==> src/sv/rtphi_pkg.sv <==
// Shared types and constants for the RTP header inserter.
// No dependencies; the front end, queue, back end and core modules import this package.
package rtphi_pkg;

   localparam int HDR_LEN      = 12;
   localparam int HDR_IDX_W    = $clog2(HDR_LEN);
   localparam logic [HDR_IDX_W-1:0] HDR_LAST_IDX = HDR_IDX_W'(HDR_LEN - 1);
   localparam logic [7:0] RTP_VERSION_BYTE = 8'h80;

   localparam int FIFO_DEPTH   = 4;
   localparam int FIFO_PTR_W   = $clog2(FIFO_DEPTH);
   localparam int FIFO_CNT_W   = $clog2(FIFO_DEPTH + 1);

   localparam int CSR_INDEX_W  = 4;
   localparam int CSR_DATA_W   = 32;

   typedef enum logic [CSR_INDEX_W-1:0] {
      CSR_PAYLOAD_TYPE = 4'd0,
      CSR_TS_STEP      = 4'd1,
      CSR_SSRC         = 4'd2,
      CSR_SINK_EN      = 4'd3
   } csr_idx_type;

   // Header byte positions within the fixed header
   typedef enum logic [HDR_IDX_W-1:0] {
      HB_VERSION = 4'd0,
      HB_PTYPE   = 4'd1,
      HB_SEQ_HI  = 4'd2,
      HB_SEQ_LO  = 4'd3,
      HB_TS_3    = 4'd4,
      HB_TS_2    = 4'd5,
      HB_TS_1    = 4'd6,
      HB_TS_0    = 4'd7,
      HB_SSRC_3  = 4'd8,
      HB_SSRC_2  = 4'd9,
      HB_SSRC_1  = 4'd10,
      HB_SSRC_0  = 4'd11
   } hdr_byte_type;

   // One classified item waiting for the back end
   typedef struct packed {
      logic       send_hdr;
      logic       has_byte;
      logic       eop;
      logic [7:0] data;
   } cmd_type;

   // Header configuration seen by the back end
   typedef struct packed {
      logic [6:0]  payload_type;
      logic [15:0] ts_step;
      logic [31:0] ssrc;
   } hdr_cfg_type;

endpackage

==> src/sv/rtphi_req_if.sv <==
// Input channel of the RTP header inserter: at most one payload byte per item.
// No dependencies.
interface rtphi_req_if;
   logic       valid;
   logic       ready;
   logic [7:0] payload_byte;
   logic       has_byte;
   logic       end_of_packet;

   modport source (output valid, output payload_byte, output has_byte,
                   output end_of_packet, input ready);
   modport sink   (input valid, input payload_byte, input has_byte,
                   input end_of_packet, output ready);
endinterface

==> src/sv/rtphi_rsp_if.sv <==
// Output channel of the RTP header inserter: one header or payload byte per item.
// No dependencies.
interface rtphi_rsp_if;
   logic       valid;
   logic       ready;
   logic [7:0] out_byte;
   logic       is_header;
   logic       packet_last;

   modport source (output valid, output out_byte, output is_header,
                   output packet_last, input ready);
   modport sink   (input valid, input out_byte, input is_header,
                   input packet_last, output ready);
endinterface

==> src/sv/rtphi_front.sv <==
// Front end: accepts input items, tracks packet boundaries, queues commands.
// Depends on rtphi_pkg and rtphi_req_if.
module rtphi_front (
   input  logic             clock,
   input  logic             reset,
   rtphi_req_if.sink        req_ch,
   input  logic             sink_en,
   input  logic             queue_full,
   output logic             push,
   output rtphi_pkg::cmd_type cmd
);
   import rtphi_pkg::*;

   logic inside_ff;
   logic inside_in;
   logic accept;
   logic active;

   assign req_ch.ready = !queue_full;
   assign accept       = req_ch.valid && req_ch.ready;
   assign active       = req_ch.has_byte || req_ch.end_of_packet;

   // Drop idle items, disabled-sink items and bare ends inside a packet
   assign push = accept && sink_en && active &&
                 !(!req_ch.has_byte && inside_ff);

   assign cmd.send_hdr = !inside_ff;
   assign cmd.has_byte = req_ch.has_byte;
   assign cmd.eop      = req_ch.end_of_packet;
   assign cmd.data     = req_ch.payload_byte;

   always_comb begin
      inside_in = inside_ff;
      if (accept) begin
         if (!sink_en) begin
            inside_in = 1'b0;
         end else if (active) begin
            inside_in = req_ch.has_byte && !req_ch.end_of_packet;
         end
      end
   end

   always_ff @(posedge clock) begin
      if (reset) begin
         inside_ff <= 1'b0;
      end else begin
         inside_ff <= inside_in;
      end
   end

   a_disabled_closes: assert property (@(posedge clock) disable iff (reset)
      accept && !sink_en |=> !inside_ff)
      else $error("packet left open after a disabled-sink item");

   a_no_push_when_full: assert property (@(posedge clock) disable iff (reset)
      push |-> !queue_full)
      else $error("command pushed into a full queue");

   a_header_only_at_start: assert property (@(posedge clock) disable iff (reset)
      push && inside_ff |-> req_ch.has_byte)
      else $error("byte-less command issued inside a packet");

endmodule

==> src/sv/rtphi_fifo.sv <==
// Short command queue between the front and back ends.
// Depends on rtphi_pkg.
module rtphi_fifo (
   input  logic               clock,
   input  logic               reset,
   input  logic               push,
   input  rtphi_pkg::cmd_type push_cmd,
   input  logic               pop,
   output logic               full,
   output logic               head_valid,
   output rtphi_pkg::cmd_type head_cmd
);
   import rtphi_pkg::*;

   cmd_type                entry_ff [FIFO_DEPTH];
   logic [FIFO_PTR_W-1:0]  wr_ptr_ff, wr_ptr_in;
   logic [FIFO_PTR_W-1:0]  rd_ptr_ff, rd_ptr_in;
   logic [FIFO_CNT_W-1:0]  count_ff, count_in;
   logic                   do_push;
   logic                   do_pop;

   assign full       = count_ff == FIFO_CNT_W'(FIFO_DEPTH);
   assign head_valid = count_ff != '0;
   assign head_cmd   = entry_ff[rd_ptr_ff];
   assign do_push    = push && !full;
   assign do_pop     = pop && head_valid;

   always_comb begin
      wr_ptr_in = do_push ? wr_ptr_ff + 1'b1 : wr_ptr_ff;
      rd_ptr_in = do_pop  ? rd_ptr_ff + 1'b1 : rd_ptr_ff;
      count_in  = count_ff;
      if (do_push && !do_pop) begin
         count_in = count_ff + 1'b1;
      end else if (do_pop && !do_push) begin
         count_in = count_ff - 1'b1;
      end
   end

   always_ff @(posedge clock) begin
      if (reset) begin
         wr_ptr_ff <= '0;
         rd_ptr_ff <= '0;
         count_ff  <= '0;
      end else begin
         wr_ptr_ff <= wr_ptr_in;
         rd_ptr_ff <= rd_ptr_in;
         count_ff  <= count_in;
      end
   end

   always_ff @(posedge clock) begin
      if (do_push) begin
         entry_ff[wr_ptr_ff] <= push_cmd;
      end
   end

   a_count_bound: assert property (@(posedge clock) disable iff (reset)
      count_ff <= FIFO_CNT_W'(FIFO_DEPTH))
      else $error("queue count out of range");

   a_ptr_gap: assert property (@(posedge clock) disable iff (reset)
      FIFO_PTR_W'(wr_ptr_ff - rd_ptr_ff) == FIFO_PTR_W'(count_ff))
      else $error("queue pointers disagree with count");

   a_no_pop_empty: assert property (@(posedge clock) disable iff (reset)
      pop |-> head_valid)
      else $error("pop from an empty queue");

endmodule

==> src/sv/rtphi_back.sv <==
// Back end: expands queued commands into header and payload bytes, owns the
// sequence and timestamp counters. Depends on rtphi_pkg and rtphi_rsp_if.
module rtphi_back (
   input  logic                   clock,
   input  logic                   reset,
   input  rtphi_pkg::hdr_cfg_type cfg,
   input  logic                   head_valid,
   input  rtphi_pkg::cmd_type     head_cmd,
   output logic                   pop,
   rtphi_rsp_if.source            rsp_ch
);
   import rtphi_pkg::*;

   logic [HDR_IDX_W-1:0] idx_ff, idx_in;
   logic                 hdr_done_ff, hdr_done_in;
   logic [15:0]          seq_ff, seq_in;
   logic [31:0]          ts_ff, ts_in;
   logic                 valid_ff, valid_in;
   logic [7:0]           byte_ff, byte_in;
   logic                 hdr_flag_ff, hdr_flag_in;
   logic                 last_ff, last_in;
   logic                 can_load;
   logic                 load;
   logic                 in_hdr;
   logic                 hdr_end;
   logic [7:0]           hdr_byte;

   assign can_load = !valid_ff || rsp_ch.ready;
   assign load     = can_load && head_valid;
   assign in_hdr   = head_cmd.send_hdr && !hdr_done_ff;
   assign hdr_end  = in_hdr && idx_ff == HDR_LAST_IDX;
   assign pop      = load && (!in_hdr || (hdr_end && !head_cmd.has_byte));

   always_comb begin
      case (hdr_byte_type'(idx_ff))
         HB_VERSION: hdr_byte = RTP_VERSION_BYTE;
         HB_PTYPE:   hdr_byte = {1'b0, cfg.payload_type};
         HB_SEQ_HI:  hdr_byte = seq_ff[15:8];
         HB_SEQ_LO:  hdr_byte = seq_ff[7:0];
         HB_TS_3:    hdr_byte = ts_ff[31:24];
         HB_TS_2:    hdr_byte = ts_ff[23:16];
         HB_TS_1:    hdr_byte = ts_ff[15:8];
         HB_TS_0:    hdr_byte = ts_ff[7:0];
         HB_SSRC_3:  hdr_byte = cfg.ssrc[31:24];
         HB_SSRC_2:  hdr_byte = cfg.ssrc[23:16];
         HB_SSRC_1:  hdr_byte = cfg.ssrc[15:8];
         HB_SSRC_0:  hdr_byte = cfg.ssrc[7:0];
         default:    hdr_byte = '0;
      endcase
   end

   always_comb begin
      idx_in      = idx_ff;
      hdr_done_in = hdr_done_ff;
      seq_in      = seq_ff;
      ts_in       = ts_ff;
      valid_in    = valid_ff && !rsp_ch.ready;
      byte_in     = byte_ff;
      hdr_flag_in = hdr_flag_ff;
      last_in     = last_ff;
      if (load) begin
         valid_in = 1'b1;
         if (in_hdr) begin
            byte_in     = hdr_byte;
            hdr_flag_in = 1'b1;
            last_in     = hdr_end && !head_cmd.has_byte;
            if (hdr_end) begin
               // Advance counters once the whole header is out
               idx_in      = '0;
               hdr_done_in = head_cmd.has_byte;
               seq_in      = seq_ff + 16'd1;
               ts_in       = ts_ff + {16'd0, cfg.ts_step};
            end else begin
               idx_in = idx_ff + 1'b1;
            end
         end else begin
            byte_in     = head_cmd.data;
            hdr_flag_in = 1'b0;
            last_in     = head_cmd.eop;
            hdr_done_in = 1'b0;
         end
      end
   end

   always_ff @(posedge clock) begin
      if (reset) begin
         idx_ff      <= '0;
         hdr_done_ff <= 1'b0;
         seq_ff      <= '0;
         ts_ff       <= '0;
         valid_ff    <= 1'b0;
      end else begin
         idx_ff      <= idx_in;
         hdr_done_ff <= hdr_done_in;
         seq_ff      <= seq_in;
         ts_ff       <= ts_in;
         valid_ff    <= valid_in;
      end
   end

   always_ff @(posedge clock) begin
      byte_ff     <= byte_in;
      hdr_flag_ff <= hdr_flag_in;
      last_ff     <= last_in;
   end

   assign rsp_ch.valid       = valid_ff;
   assign rsp_ch.out_byte    = byte_ff;
   assign rsp_ch.is_header   = hdr_flag_ff;
   assign rsp_ch.packet_last = last_ff;

   a_idx_range: assert property (@(posedge clock) disable iff (reset)
      idx_ff <= HDR_LAST_IDX)
      else $error("header index past the last header byte");

   a_seq_advance: assert property (@(posedge clock) disable iff (reset)
      load && hdr_end |=> seq_ff == $past(seq_ff) + 16'd1)
      else $error("sequence number did not advance after a header");

   a_idx_zero_in_payload: assert property (@(posedge clock) disable iff (reset)
      hdr_done_ff |-> idx_ff == '0)
      else $error("header index left nonzero during payload");

endmodule

==> src/sv/rtp_header_inserter_core.sv <==
// RTP fixed-header inserter. Each packet of payload bytes (req_ch, end_of_packet on
// the last one) leaves on rsp_ch prefixed by a 12-byte RTP header: 0x80, payload type,
// sequence number, timestamp and SSRC, most significant byte first; sequence and
// timestamp advance after every header. A payload byte inside a packet yields one output
// byte; the first item of a packet yields the header bytes and then its own byte, if it
// has one, all from the single output byte register. A four-entry command queue lets the
// input keep flowing while header bytes drain. Registers (csr_index): 0 payload type,
// 1 timestamp step, 2 SSRC, 3 sink enable; write them only while the block is idle.
module rtp_header_inserter_core (
   input  logic                                  clock,
   input  logic                                  reset,
   rtphi_req_if.sink                             req_ch,
   rtphi_rsp_if.source                           rsp_ch,
   input  logic                                  csr_wr_en,
   input  logic [rtphi_pkg::CSR_INDEX_W-1:0]     csr_index,
   input  logic [rtphi_pkg::CSR_DATA_W-1:0]      csr_wdata
);
   import rtphi_pkg::*;

   logic [6:0]  ptype_ff;
   logic [15:0] ts_step_ff;
   logic [31:0] ssrc_ff;
   logic        sink_en_ff;

   hdr_cfg_type hdr_cfg;
   cmd_type     push_cmd;
   cmd_type     head_cmd;
   logic        push;
   logic        pop;
   logic        queue_full;
   logic        head_valid;

   always_ff @(posedge clock) begin
      if (reset) begin
         ptype_ff   <= 7'd0;
         ts_step_ff <= 16'd160;
         ssrc_ff    <= 32'd10;
         sink_en_ff <= 1'b1;
      end else if (csr_wr_en) begin
         case (csr_index)
            CSR_PAYLOAD_TYPE: ptype_ff   <= csr_wdata[6:0];
            CSR_TS_STEP:      ts_step_ff <= csr_wdata[15:0];
            CSR_SSRC:         ssrc_ff    <= csr_wdata[31:0];
            CSR_SINK_EN:      sink_en_ff <= csr_wdata[0];
            default: ;
         endcase
      end
   end

   assign hdr_cfg.payload_type = ptype_ff;
   assign hdr_cfg.ts_step      = ts_step_ff;
   assign hdr_cfg.ssrc         = ssrc_ff;

   rtphi_front u_front (
      .clock      (clock),
      .reset      (reset),
      .req_ch     (req_ch),
      .sink_en    (sink_en_ff),
      .queue_full (queue_full),
      .push       (push),
      .cmd        (push_cmd)
   );

   rtphi_fifo u_fifo (
      .clock      (clock),
      .reset      (reset),
      .push       (push),
      .push_cmd   (push_cmd),
      .pop        (pop),
      .full       (queue_full),
      .head_valid (head_valid),
      .head_cmd   (head_cmd)
   );

   rtphi_back u_back (
      .clock      (clock),
      .reset      (reset),
      .cfg        (hdr_cfg),
      .head_valid (head_valid),
      .head_cmd   (head_cmd),
      .pop        (pop),
      .rsp_ch     (rsp_ch)
   );

endmodule
==> src/flat_wrapper.sv <==
// flat-port wrapper written by rule: the top's interface ports become plain ports
module rtp_header_inserter_core_flat import rtphi_pkg::*;
  (clock, reset, csr_wr_en, csr_index, csr_wdata, req_ch_valid, req_ch_payload_byte, req_ch_has_byte, req_ch_end_of_packet, req_ch_ready, rsp_ch_valid, rsp_ch_out_byte, rsp_ch_is_header, rsp_ch_packet_last, rsp_ch_ready);
  rtphi_req_if req_ch_i ();
  rtphi_rsp_if rsp_ch_i ();
  input  logic clock;
  input  logic reset;
  input  logic csr_wr_en;
  input  logic [rtphi_pkg::CSR_INDEX_W-1:0] csr_index;
  input  logic [rtphi_pkg::CSR_DATA_W-1:0] csr_wdata;
  input wire logic [$bits(req_ch_i.valid)-1:0] req_ch_valid;
  input wire logic [$bits(req_ch_i.payload_byte)-1:0] req_ch_payload_byte;
  input wire logic [$bits(req_ch_i.has_byte)-1:0] req_ch_has_byte;
  input wire logic [$bits(req_ch_i.end_of_packet)-1:0] req_ch_end_of_packet;
  output wire logic [$bits(req_ch_i.ready)-1:0] req_ch_ready;
  output wire logic [$bits(rsp_ch_i.valid)-1:0] rsp_ch_valid;
  output wire logic [$bits(rsp_ch_i.out_byte)-1:0] rsp_ch_out_byte;
  output wire logic [$bits(rsp_ch_i.is_header)-1:0] rsp_ch_is_header;
  output wire logic [$bits(rsp_ch_i.packet_last)-1:0] rsp_ch_packet_last;
  input wire logic [$bits(rsp_ch_i.ready)-1:0] rsp_ch_ready;
  assign req_ch_i.valid = req_ch_valid;
  assign req_ch_i.payload_byte = req_ch_payload_byte;
  assign req_ch_i.has_byte = req_ch_has_byte;
  assign req_ch_i.end_of_packet = req_ch_end_of_packet;
  assign req_ch_ready = req_ch_i.ready;
  assign rsp_ch_valid = rsp_ch_i.valid;
  assign rsp_ch_out_byte = rsp_ch_i.out_byte;
  assign rsp_ch_is_header = rsp_ch_i.is_header;
  assign rsp_ch_packet_last = rsp_ch_i.packet_last;
  assign rsp_ch_i.ready = rsp_ch_ready;
  rtp_header_inserter_core u_core (.clock(clock), .reset(reset), .req_ch(req_ch_i), .rsp_ch(rsp_ch_i), .csr_wr_en(csr_wr_en), .csr_index(csr_index), .csr_wdata(csr_wdata));
endmodule
==> config.mk <==
export PLATFORM = sky130hd
export DESIGN_NAME = rtp_header_inserter_core_flat
export DESIGN_NICKNAME = d
export VERILOG_FILES = /design/src/sv/rtphi_pkg.sv /design/src/sv/rtphi_req_if.sv /design/src/sv/rtphi_rsp_if.sv /design/src/sv/rtphi_front.sv /design/src/sv/rtphi_fifo.sv /design/src/sv/rtphi_back.sv /design/src/sv/rtp_header_inserter_core.sv /design/src/flat_wrapper.sv
export SDC_FILE = /design/constraint.sdc
export NUM_CORES = 1
export LEC_CHECK = 0
export BUFFER_PORTS_ARGS = -buffer_cell sky130_fd_sc_hd__buf_2
export CAP_MARGIN = 15
export CORE_MARGIN = 5
export CORE_UTILIZATION = 40
export CTS_CLUSTER_DIAMETER = 200
export CTS_CLUSTER_SIZE = 30
export DETAILED_ROUTE_END_ITERATION = 10
export HOLD_SLACK_MARGIN = 0.02
export PLACE_DENSITY_LB_ADDON = 0.2
export SLEW_MARGIN = 30
export SYNTH_ARGS = -nofsm -noshare
export SYNTH_HDL_FRONTEND = slang
export SYNTH_SLANG_ARGS = --single-unit
==> constraint.sdc <==
create_clock -name clock -period 2.9 [get_ports clock]
set_input_delay 0.435 -clock clock [delete_from_list [all_inputs] [get_ports clock]]
set_output_delay 0.435 -clock clock [all_outputs]
set_load 0.005 [all_outputs]
==> flow_summary_export.csv, run 1 <==
group,metric,value,unit
grt,global_route.overflow_total,0,
synth,synth-simple-area-share,17.8,%
clock_tree,htreeDepth,4,
worst_setup_path,slowest_delay,500,ps
placement,gp_congestion,0.870,
drt,iteration_0_drc_markers,657,
worst_hold_path,timing.hold.worst.class,"primary input to flip-flop",
power_and_ir_drop,power_per_cell_area,631,nW/µm²
clock_tree,clkLatencyLatePin,430,ps
worst_setup_path,crit_chain,"inv_1 -> ha_1 -> a22oi_1 -> nor2_1 -> a31oi_1 -> nor2_1 -> a2111oi_0 -> buf_4 -> o21ai_0",
worst_setup_path,required,3080,ps
sta,slew_viol_final,0,
synth,synthesized_area_per_cell,9.55,µm²
worst_setup_path,cp_num_buf_inv,2,
clock_tree,cts_tree,"yes",
worst_setup_path,worst_path_dominant_cell_family,"compound AO/OA/AOI/OAI gates",
sta,fmaxAchievable,384,MHz
clock_tree,max_buffers_root_to_sink,2,
drt,wl_per_cell,17.5,µm
sta,fin_crit,2610,ps
drt,drt_pass1_iterations,9,
synth,synth_fa_ha_area_share,4.46,%
clock_tree,cts_resized,0,
worst_setup_path,critPathMostFrequentCell,"nor2_1",
sta,final_tns_setup,0,ps
grt,grtUsageTotal,17.9,%
run,maxCapViolations,0,
drt,route.detailed.drc,0,
synth,synth.yosys.warnings,0,
grt,initial_antenna_violation_count,0,
final_layout,final_core_utilization,46.5,%
clock_tree,post_cts.repair.setup_buffers,0,
sta,unrepaired_setup_endpoints_after_global_routing,"no",
synth,muxShareOfSynthArea,7.01,%
sta,slew_headroom,45.6,%
floorplan,fp.coreArea,20200,µm²
floorplan,initial_cell_density_of_the_core,40.6,%
synth,synthesis.nets,937,
worst_setup_path,timing.critical_path.slowest_stage_cell,"a2111oi_0",
sta,finalClockSkew,8.99,ps
power_and_ir_drop,power.total,0.00592,W
grt,pin_count_of_the_biggest_net_entering_global_routing,62,
sta,pin_slew_with_the_least_headroom_to_its_limit,811,ps
final_layout,area_growth_syn_to_layout,14.4,%
sta,setup_viol_count_final,0,
placement,port_buffers,62,
floorplan,die_h,153,µm
drt,route.detailed.vias_per_inst,5.46,
final_layout,fillers,1939,
synth,post_synth_edffs,54,
drt,num_vias,6486,
final_layout,postLayoutCellArea,9370,µm²
synth,synthDistinctLibCells,61,
sta,fin_ws,293,ps
synth,post_synth_top_flop,"dfxtp_1",
clock_tree,cts.hold.buffers_added,0,
floorplan,die_width,153,µm
worst_setup_path,path_class,"flip-flop to flip-flop",
synth,mapped_cell_area,8190,µm²
synth,synth.yosys.seq_area_share,49.1,%
grt,vias_in_the_first_global_route,6115,
power_and_ir_drop,vdd.ir_drop.worst,0.406,mV
status,outcome,"complete, no violations",
sta,finalCritPeriodShare,89.9,%
synth,synth-seq-cells,174,
synth,synthArstFlopShare,0,%
placement,hpwl,14900,µm
drt,ant_nets,0,
synth,synth_xor_xnor_area_share,3.10,%
grt,grt_pass1_wl,33500,µm
worst_setup_path,cp_max_fo,14,
floorplan,io_pins,63,
placement,postPlaceCellArea,8810,µm²
floorplan,design.die.area,23400,µm²
placement,dp_worst_setup_slack,365,ps
synth,synth_top_family_by_area,"simple AND/OR/NAND/NOR gates",
worst_setup_path,nature_of_the_critical_path_startpoint,"flip-flop",
power_and_ir_drop,power.leakage,3.32,nW
synth,synthesis.instances,858,
synth,synth_compound_gate_area_share,15.0,%
clock_tree,cts_made_buffers,17,
worst_setup_path,cp_data_arrival_time,2780,ps
clock_tree,worst_setup_hold_path_clk_slew,70,ps
clock_tree,clock_root_buffer,"clkbuf_16",
drt,total_routed_wirelength,20800,µm
sta,timing_hold_violations_final,0,
worst_setup_path,timing.critical_path.to_type,"flip-flop",
final_layout,antenna-diode-count,0,
final_layout,final_net_count,985,
clock_tree,clkSinkCount,174,
floorplan,rows,52,
final_layout,drive_gt1_share,14.8,%
[logic make-up (layout without fill, tap and decap cells)]
family | Yosys count | count (layout)
and+or+nand+nor | 317 | 317
xor gates and xnor gates | 29 | 29
muxes | 43 | 43
buffers and inverters | 74 | 135
AOI/OAI and AO/OA | 193 | 193
adders and majority gates | 28 | 28
DFF | 174 | 174
[registers in the layout (all words and copies together) (netlist names), named ones only]
signal	cells
u_core.ssrc_ff	32
u_core.u_back.rsp_ch.valid	1
u_core.u_back.hdr_done_ff	1
u_core.sink_en_ff	1
u_core.u_back.rsp_ch.is_header	1
u_core.u_back.rsp_ch.packet_last	1
u_core.ts_step_ff	16
u_core.u_back.idx_ff	4
u_core.u_fifo.wr_ptr_ff	2
u_core.u_fifo.entry_ff	44
u_core.u_front.inside_ff	1
u_core.u_fifo.count_ff	3
u_core.u_back.seq_ff	16
u_core.u_back.rsp_ch.out_byte	8
u_core.u_fifo.rd_ptr_ff	2
u_core.u_back.ts_ff	32
u_core.ptype_ff	7
[cells in the final DEF (no fill, tap or decap), types with 5 or more instances in the layout]
cell / count
a21oi_1: 75
a222oi_1: 8
a22oi_1: 17
a31oi_1: 10
and2_1: 8
and3_1: 6
and4_1: 6
buf_2: 61
buf_4: 22
clkbuf_16: 17
dfxtp_1: 120
edfxtp_1: 54
ha_1: 26
inv_1: 18
mux2_2: 5
mux2i_1: 27
mux4_2: 11
nand2_1: 142
nand3_1: 25
nand4_1: 12
nor2_1: 72
nor3_1: 7
o21ai_0: 30
o31ai_1: 13
or3_1: 12
or4_1: 9
xnor2_1: 12
xor2_1: 17
[where the power goes]
part | internal, W | total (W) | switching (W)
Clock | 0.00122 | 0.00220 | 0.000984
Sequential | 0.00272 | 0.00281 | 0.0000887
Combinational | 0.000373 | 0.000906 | 0.000533
Total | 0.00431 | 0.00592 | 0.00161
[final timing paths]
check / endpoint / cells after the start / start / slack [ps]
setup / recovery: u_core.u_back.rsp_ch.out_byte[2] / 9 / u_core.u_back.idx_ff[1] / 290
hold / removal: u_core.u_fifo.entry_ff[0][2] / 1 / req_ch_payload_byte[2] / 220
setup reg to reg: u_core.u_back.rsp_ch.out_byte[2] / 9 / u_core.u_back.idx_ff[1] / 290
hold reg to reg: u_core.ssrc_ff[6] / 2 / u_core.ssrc_ff[6] / 460
[cell usage after synthesis, types with 5 or more instances]
| cell | instances | share of area [%] |
|---|---|---|
| a222oi_1 | 8 | 0.98 |
| a22oi_1 | 17 | 1.6 |
| nor2_1 | 72 | 3.3 |
| a31oi_1 | 10 | 0.76 |
| a21oi_1 | 75 | 4.6 |
| nand3_1 | 25 | 1.5 |
| nand2_1 | 142 | 6.5 |
| xor2_1 | 17 | 1.8 |
| mux4_2 | 11 | 3.0 |
| ha_1 | 26 | 4.0 |
| nor3_1 | 7 | 0.43 |
| inv_1 | 17 | 0.78 |
| and4_1 | 6 | 0.64 |
| o21ai_0 | 30 | 1.8 |
| buf_2 | 5 | 0.31 |
| and3_1 | 6 | 0.46 |
| nand4_1 | 12 | 0.92 |
| or3_1 | 12 | 0.92 |
| xnor2_1 | 12 | 1.3 |
| mux2_2 | 5 | 0.69 |
| mux2i_1 | 27 | 3.3 |
| o31ai_1 | 13 | 1.2 |
| buf_1 | 7 | 0.32 |
| and2_1 | 8 | 0.61 |
| or4_1 | 9 | 0.82 |
| clkbuf_1 | 43 | 2.0 |
| dfxtp_1 | 120 | 29 |
| edfxtp_1 | 54 | 20 |
[per-stage QoR]
stage               instances  hold slack (ps)
detailed placement       1157              447
CTS                      1189              210
global placement         1157              444
floorplan                 858              433
finish                   1189              222
global route             1189              208
[routing by layer]
metal	up-vias	track usage (%)	routed length [µm]
li1	3216	-	-
met1	3091	26.6	10400
met2	158	26.7	9180
met3	21	3.70	921
met4	0	4.45	284
met5	-	0	0
[layout make-up]
cell class	count	area, µm²	share of cell area, %
multi-input combinational	610	3890	41.5
tap	270	338	3.60
clock inverter	12	115	1.23
sequential	174	4020	42.9
timing repair buffer	84	490	5.23
inverter	19	71.3	0.761
clock buffer	20	447	4.77
No activity file was read; power rests on OpenSTA's default activity.
==> run 2, diff against run 1 <==
- BUFFER_PORTS_ARGS: -buffer_cell sky130_fd_sc_hd__buf_2 -> not set
- DONT_BUFFER_PORTS: not set -> 1
- REMOVE_ABC_BUFFERS: not set -> 1
==> flow_summary_export.csv, run 2 (same netlist as run 1, synthesis figures left out) <==
group,metric,value,unit
status,outcome,"complete, no violations",
final_layout,multi_input_logic_area,3890,µm²
drt,iteration_0_drc_markers,510,
clock_tree,worst_setup_hold_path_clk_slew,70,ps
worst_setup_path,required,3260,ps
floorplan,io_pins,63,
floorplan,fp.coreArea,20200,µm²
final_layout,drive_gt1_share,9.41,%
worst_setup_path,cp_max_fo,14,
final_layout,commonest_cells_after_routing_fill_and_taps_aside,"nand2_1 (142), dfxtp_1 (120), a21oi_1 (75)",
worst_setup_path,setup.reg_to_reg.worst_slack,240,ps
drt,num_vias,6212,
floorplan,die_width,153,µm
clock_tree,cts.hold.buffers_added,0,
sta,timing_hold_violations_final,0,
worst_setup_path,crit_chain,"ha_1 -> fa_1 -> a21o_1 -> a31oi_1 -> nor4b_1 -> o31ai_1 -> buf_4 -> or4_1 -> a21oi_1",
final_layout,fillers,2002,
sta,slew_viol_final,0,
worst_setup_path,reg2reg_to,"u_core.u_back.ts_ff[28]",
grt,grt_pass1_wl,33200,µm
clock_tree,cts_resized,0,
worst_setup_path,timing.critical_path.to_type,"flip-flop",
power_and_ir_drop,vdd.ir_drop.worst,0.397,mV
grt,gr-usage-met1,26.2,%
worst_setup_path,timing.critical_path.slowest_stage_cell,"nor4b_1",
grt,vias_in_the_first_global_route,5747,
grt,pin_count_of_the_biggest_net_entering_global_routing,117,
clock_tree,clkSinkCount,174,
power_and_ir_drop,power.total,0.00598,W
clock_tree,htreeDepth,4,
floorplan,rows,52,
clock_tree,post_cts.repair.setup_buffers,0,
final_layout,final_core_utilization,45.3,%
placement,gp_congestion,0.856,
final_layout,reg.largest.list,"u_core.u_fifo.entry_ff x44, u_core.ssrc_ff x32, u_core.u_back.ts_ff x32",
final_layout,sequential_cell_area,4020,µm²
power_and_ir_drop,power.leakage,3.12,nW
worst_setup_path,cp_num_buf_inv,1,
drt,total_routed_wirelength,21200,µm
final_layout,final_common_cell,"nand2_1",
sta,fin_crit,2660,ps
sta,finalCritPeriodShare,91.7,%
drt,route.detailed.vias_per_inst,5.49,
clock_tree,clock_root_buffer,"clkbuf_16",
placement,hpwl,15000,µm
drt,wl_per_cell,18.7,µm
final_layout,largest_register_ff_count,44,
sta,setup_viol_count_final,0,
sta,fmaxAchievable,376,MHz
drt,ant_nets,0,
sta,finalClockSkew,8.15,ps
clock_tree,clkLatencyLatePin,430,ps
drt,route.detailed.drc,0,
final_layout,largest_register_by_flop_count,"u_core.u_fifo.entry_ff",
worst_setup_path,nature_of_the_critical_path_startpoint,"flip-flop",
grt,grtUsageTotal,17.9,%
worst_setup_path,worst_path_dominant_cell_family,"simple AND/OR/NAND/NOR gates",
sta,pin_slew_with_the_least_headroom_to_its_limit,693,ps
placement,port_buffers,0,
floorplan,initial_cell_density_of_the_core,40.6,%
grt,grt_most_used_layer,"met2",
worst_setup_path,path_class,"flip-flop to flip-flop",
sta,slew_headroom,53.7,%
run,maxCapViolations,0,
final_layout,final_net_count,927,
final_layout,area_growth_syn_to_layout,11.6,%
final_layout,antenna-diode-count,0,
grt,met3_usage,3.11,%
worst_setup_path,cp_data_arrival_time,3020,ps
clock_tree,cts_tree,"yes",
grt,initial_antenna_violation_count,0,
worst_hold_path,timing.hold.worst.class,"primary input to flip-flop",
worst_setup_path,slowest_delay,550,ps
worst_hold_path,hold_end,"u_core.ssrc_ff[15]",
worst_setup_path,start_of_the_worst_register_to_register_path,"u_core.u_back.ts_ff[0]",
worst_hold_path,hold_depth,1,
floorplan,die_h,153,µm
clock_tree,max_buffers_root_to_sink,2,
power_and_ir_drop,power_per_cell_area,655,nW/µm²
grt,global_route.overflow_total,0,
worst_setup_path,timing.reg2reg.worst_path_depth,9,
grt,use_met2,27.3,%
worst_hold_path,hold_path_startpoint,"reset",
clock_tree,cts_made_buffers,17,
sta,unrepaired_setup_endpoints_after_global_routing,"no",
floorplan,design.die.area,23400,µm²
drt,drt_pass1_iterations,5,
-- run 2: per-stage QoR --
stage               TNS (ps)  hold slack [ps]  setup slack (ps)  std cells  instance area (µm²)
finish                     0             73.0               242       1131                 9140
global route               0             44.5              89.6       1131                 9140
global placement           0              436               322       1099                 8520
CTS                        0             46.5               274       1131                 9140
detailed placement         0              443               317       1099                 8520
floorplan               -239              427              -154        803                 7980
-- run 2: how the worst max path moves through the flow --
stage	start	endpoint	slack (ps)	depth (start not counted)
6_report	u_core.u_back.ts_ff[0]	u_core.u_back.ts_ff[28]	240	9
5_1_grt	u_core.u_back.ts_ff[0]	u_core.u_back.ts_ff[28]	90	9
4_1_cts	u_core.u_back.ts_ff[0]	u_core.u_back.ts_ff[28]	270	9
3_5_place_dp	u_core.u_back.ts_ff[0]	u_core.u_back.ts_ff[28]	320	9
3_3_place_gp	u_core.u_back.ts_ff[0]	u_core.u_back.ts_ff[28]	320	9
2_1_floorplan	u_core.u_back.idx_ff[0]	u_core.u_back.ts_ff[24]	-150	7
-- run 2: power by group --
part | internal (W) | leakage (nW) | switching, W
Combinational | 0.000306 | 1.35 | 0.000453
Sequential | 0.00273 | 1.47 | 0.000115
Clock | 0.00132 | 0.304 | 0.00106
Total | 0.00435 | 3.12 | 0.00163
-- run 2: routing by layer --
layer / wire [µm] / vias up
met5: 0 / -
met4: 269 / 0
met2: 9620 / 150
met1: 10300 / 2951
li1: - / 3095
met3: 994 / 16
-- run 2: layout make-up --
| cell class | instances | area share [%] |
|---|---|---|
| Sequential cell | 174 | 44.0 |
| Multi-Input combinational cell | 610 | 42.6 |
| Clock buffer | 17 | 4.65 |
| Tap cell | 270 | 3.70 |
| Clock inverter | 15 | 2.15 |
| Timing Repair Buffer | 26 | 2.14 |
| Inverter | 19 | 0.780 |
-- run 2: worst register-to-register path: cells and delay by family (launching register included) --
family | cells | cell delay, ps
adders and majority gates | 2 | 430
AOI/OAI and AO/OA | 4 | 580
buffers and inverters | 1 | 190
DFF | 1 | 370
and+or+nand+nor | 2 | 1020
==> run 3, diff against run 2 <==
- PLACE_DENSITY: not set -> 0.63
- PLACE_DENSITY_LB_ADDON: 0.2 -> not set
==> flow_summary_export.csv, run 3 (same netlist as run 1, synthesis figures left out) <==
group,metric,value,unit
status,outcome,"complete, no violations",
final_layout,final_common_cell,"nand2_1",
final_layout,reg.largest.list,"u_core.u_fifo.entry_ff x44, u_core.ssrc_ff x32, u_core.u_back.ts_ff x32",
clock_tree,clock_root_buffer,"clkbuf_16",
worst_setup_path,reg2reg_to,"u_core.u_back.rsp_ch.out_byte[2]",
drt,route.detailed.drc,0,
sta,timing_hold_violations_final,0,
drt,iteration_0_drc_markers,484,
worst_setup_path,cp_max_fo,17,
sta,fin_crit,2630,ps
grt,global_route.overflow_total,0,
sta,unrepaired_setup_endpoints_after_global_routing,"no",
final_layout,multi_input_logic_area,3890,µm²
worst_hold_path,timing.hold.worst.class,"primary input to flip-flop",
worst_setup_path,worstSetupStartpoint,"u_core.u_back.idx_ff[0]",
placement,port_buffers,0,
worst_setup_path,nature_of_the_critical_path_startpoint,"flip-flop",
final_layout,final_net_count,922,
clock_tree,clkSinkCount,174,
final_layout,largest_register_by_flop_count,"u_core.u_fifo.entry_ff",
floorplan,initial_cell_density_of_the_core,40.6,%
drt,wl_per_cell,18.2,µm
placement,hpwl,14300,µm
sta,slew_headroom,48.1,%
drt,ant_nets,0,
power_and_ir_drop,vdd.ir_drop.worst,0.411,mV
worst_setup_path,cp_data_arrival_time,2800,ps
clock_tree,clkLatencyLatePin,430,ps
final_layout,commonest_cells_after_routing_fill_and_taps_aside,"nand2_1 (142), dfxtp_1 (120), a21oi_1 (75)",
grt,grtUsageTotal,17.4,%
drt,num_vias,6182,
floorplan,rows,52,
final_layout,antenna-diode-count,0,
floorplan,die_h,153,µm
sta,setup_viol_count_final,0,
placement,gp_congestion,0.880,
sta,slew_viol_final,0,
sta,fin_ws,272,ps
grt,initial_antenna_violation_count,0,
sta,finalCritPeriodShare,90.6,%
worst_setup_path,setup.reg_to_reg.worst_slack,270,ps
floorplan,fp.coreArea,20200,µm²
placement,dp_worst_setup_slack,128,ps
sta,finalClockSkew,9.64,ps
final_layout,largest_register_ff_count,44,
power_and_ir_drop,power_per_cell_area,636,nW/µm²
floorplan,io_pins,63,
power_and_ir_drop,power.leakage,3.07,nW
worst_setup_path,start_of_the_worst_register_to_register_path,"u_core.u_back.idx_ff[0]",
clock_tree,cts_made_buffers,17,
worst_setup_path,path_class,"flip-flop to flip-flop",
sta,fmaxAchievable,381,MHz
clock_tree,cts.hold.buffers_added,0,
worst_setup_path,timing.reg2reg.worst_path_depth,7,
final_layout,area_growth_syn_to_layout,10.6,%
worst_setup_path,timing.critical_path.to_type,"flip-flop",
grt,pin_count_of_the_biggest_net_entering_global_routing,117,
worst_setup_path,required,3070,ps
floorplan,design.die.area,23400,µm²
floorplan,die_width,153,µm
final_layout,fillers,1960,
clock_tree,max_buffers_root_to_sink,2,
worst_setup_path,timing.critical_path.to,"u_core.u_back.rsp_ch.out_byte[2]",
clock_tree,htreeDepth,4,
drt,drt_pass1_iterations,6,
final_layout,sequential_cell_area,4020,µm²
grt,vias_in_the_first_global_route,5910,
final_layout,drive_gt1_share,8.41,%
run,maxCapViolations,0,
drt,total_routed_wirelength,20500,µm
grt,grt_pass1_wl,32300,µm
drt,route.detailed.vias_per_inst,5.49,
clock_tree,worst_setup_hold_path_clk_slew,60,ps
sta,pin_slew_with_the_least_headroom_to_its_limit,779,ps
clock_tree,cts_tree,"yes",
sta,timing.hold.ws,74.6,ps
-- run 3: worst min-delay path by stage --
stage	start	to	slack, ps	cells after the start
2_1_floorplan	u_core.ssrc_ff[19]	u_core.ssrc_ff[19]	430	2
3_3_place_gp	u_core.ssrc_ff[0]	u_core.ssrc_ff[0]	440	2
3_5_place_dp	u_core.ssrc_ff[19]	u_core.ssrc_ff[19]	440	2
4_1_cts	reset	u_core.ssrc_ff[8]	50	1
5_1_grt	reset	u_core.ssrc_ff[8]	50	1
6_report	reset	u_core.ssrc_ff[8]	70	1
-- run 3: cell type report --
cell class,count,share of cell area (%)
Multi-Input combinational cell,610,42.9
Clock inverter,9,0.953
Tap cell,270,3.73
Clock buffer,23,5.29
Sequential cell,174,44.4
Inverter,19,0.787
Timing Repair Buffer,21,1.88
-- run 3: routing by layer --
metal | track usage [%] | part of all wire (%) | up-vias
met1 | 23.7 | 47 | 2935
met4 | 6.02 | 2.0 | 0
met5 | 0 | 0 | -
li1 | - | - | 3075
met2 | 27.3 | 46 | 148
met3 | 3.93 | 4.7 | 24
-- run 3: stage by stage --
stage	instance area (µm²)	TNS (ps)	util, %	power (W)	std cells
after floorplan	7980	-239	-	0.00337	803
after global placement	8490	0	42.1	0.00362	1094
after detailed placement	8490	0	42.1	0.00363	1094
after CTS	9060	0	44.9	0.00582	1126
after global routing	9060	0	44.9	0.00601	1126
final	9060	0	44.9	0.00576	1126
-- run 3: power breakdown --
| part | switching, W | internal [W] |
|---|---|---|
| Sequential | 0.000120 | 0.00273 |
| Combinational | 0.000439 | 0.000286 |
| Clock | 0.000926 | 0.00126 |
| Total | 0.00149 | 0.00427 |
-- run 3: repair_timing --
item | in CTS | in global routing
resized for setup | 0 | 1
buffers inserted | 0 | 0
endpoints found under the setup margin | 0 | 1
-- run 3: critical path, stage by stage (launching register included) --
cell	delay [ps]
dfxtp_1	420
inv_1	90
ha_1	480
buf_4	290
a32o_1	240
a2111oi_1	580
buf_4	220
o21ai_0	70
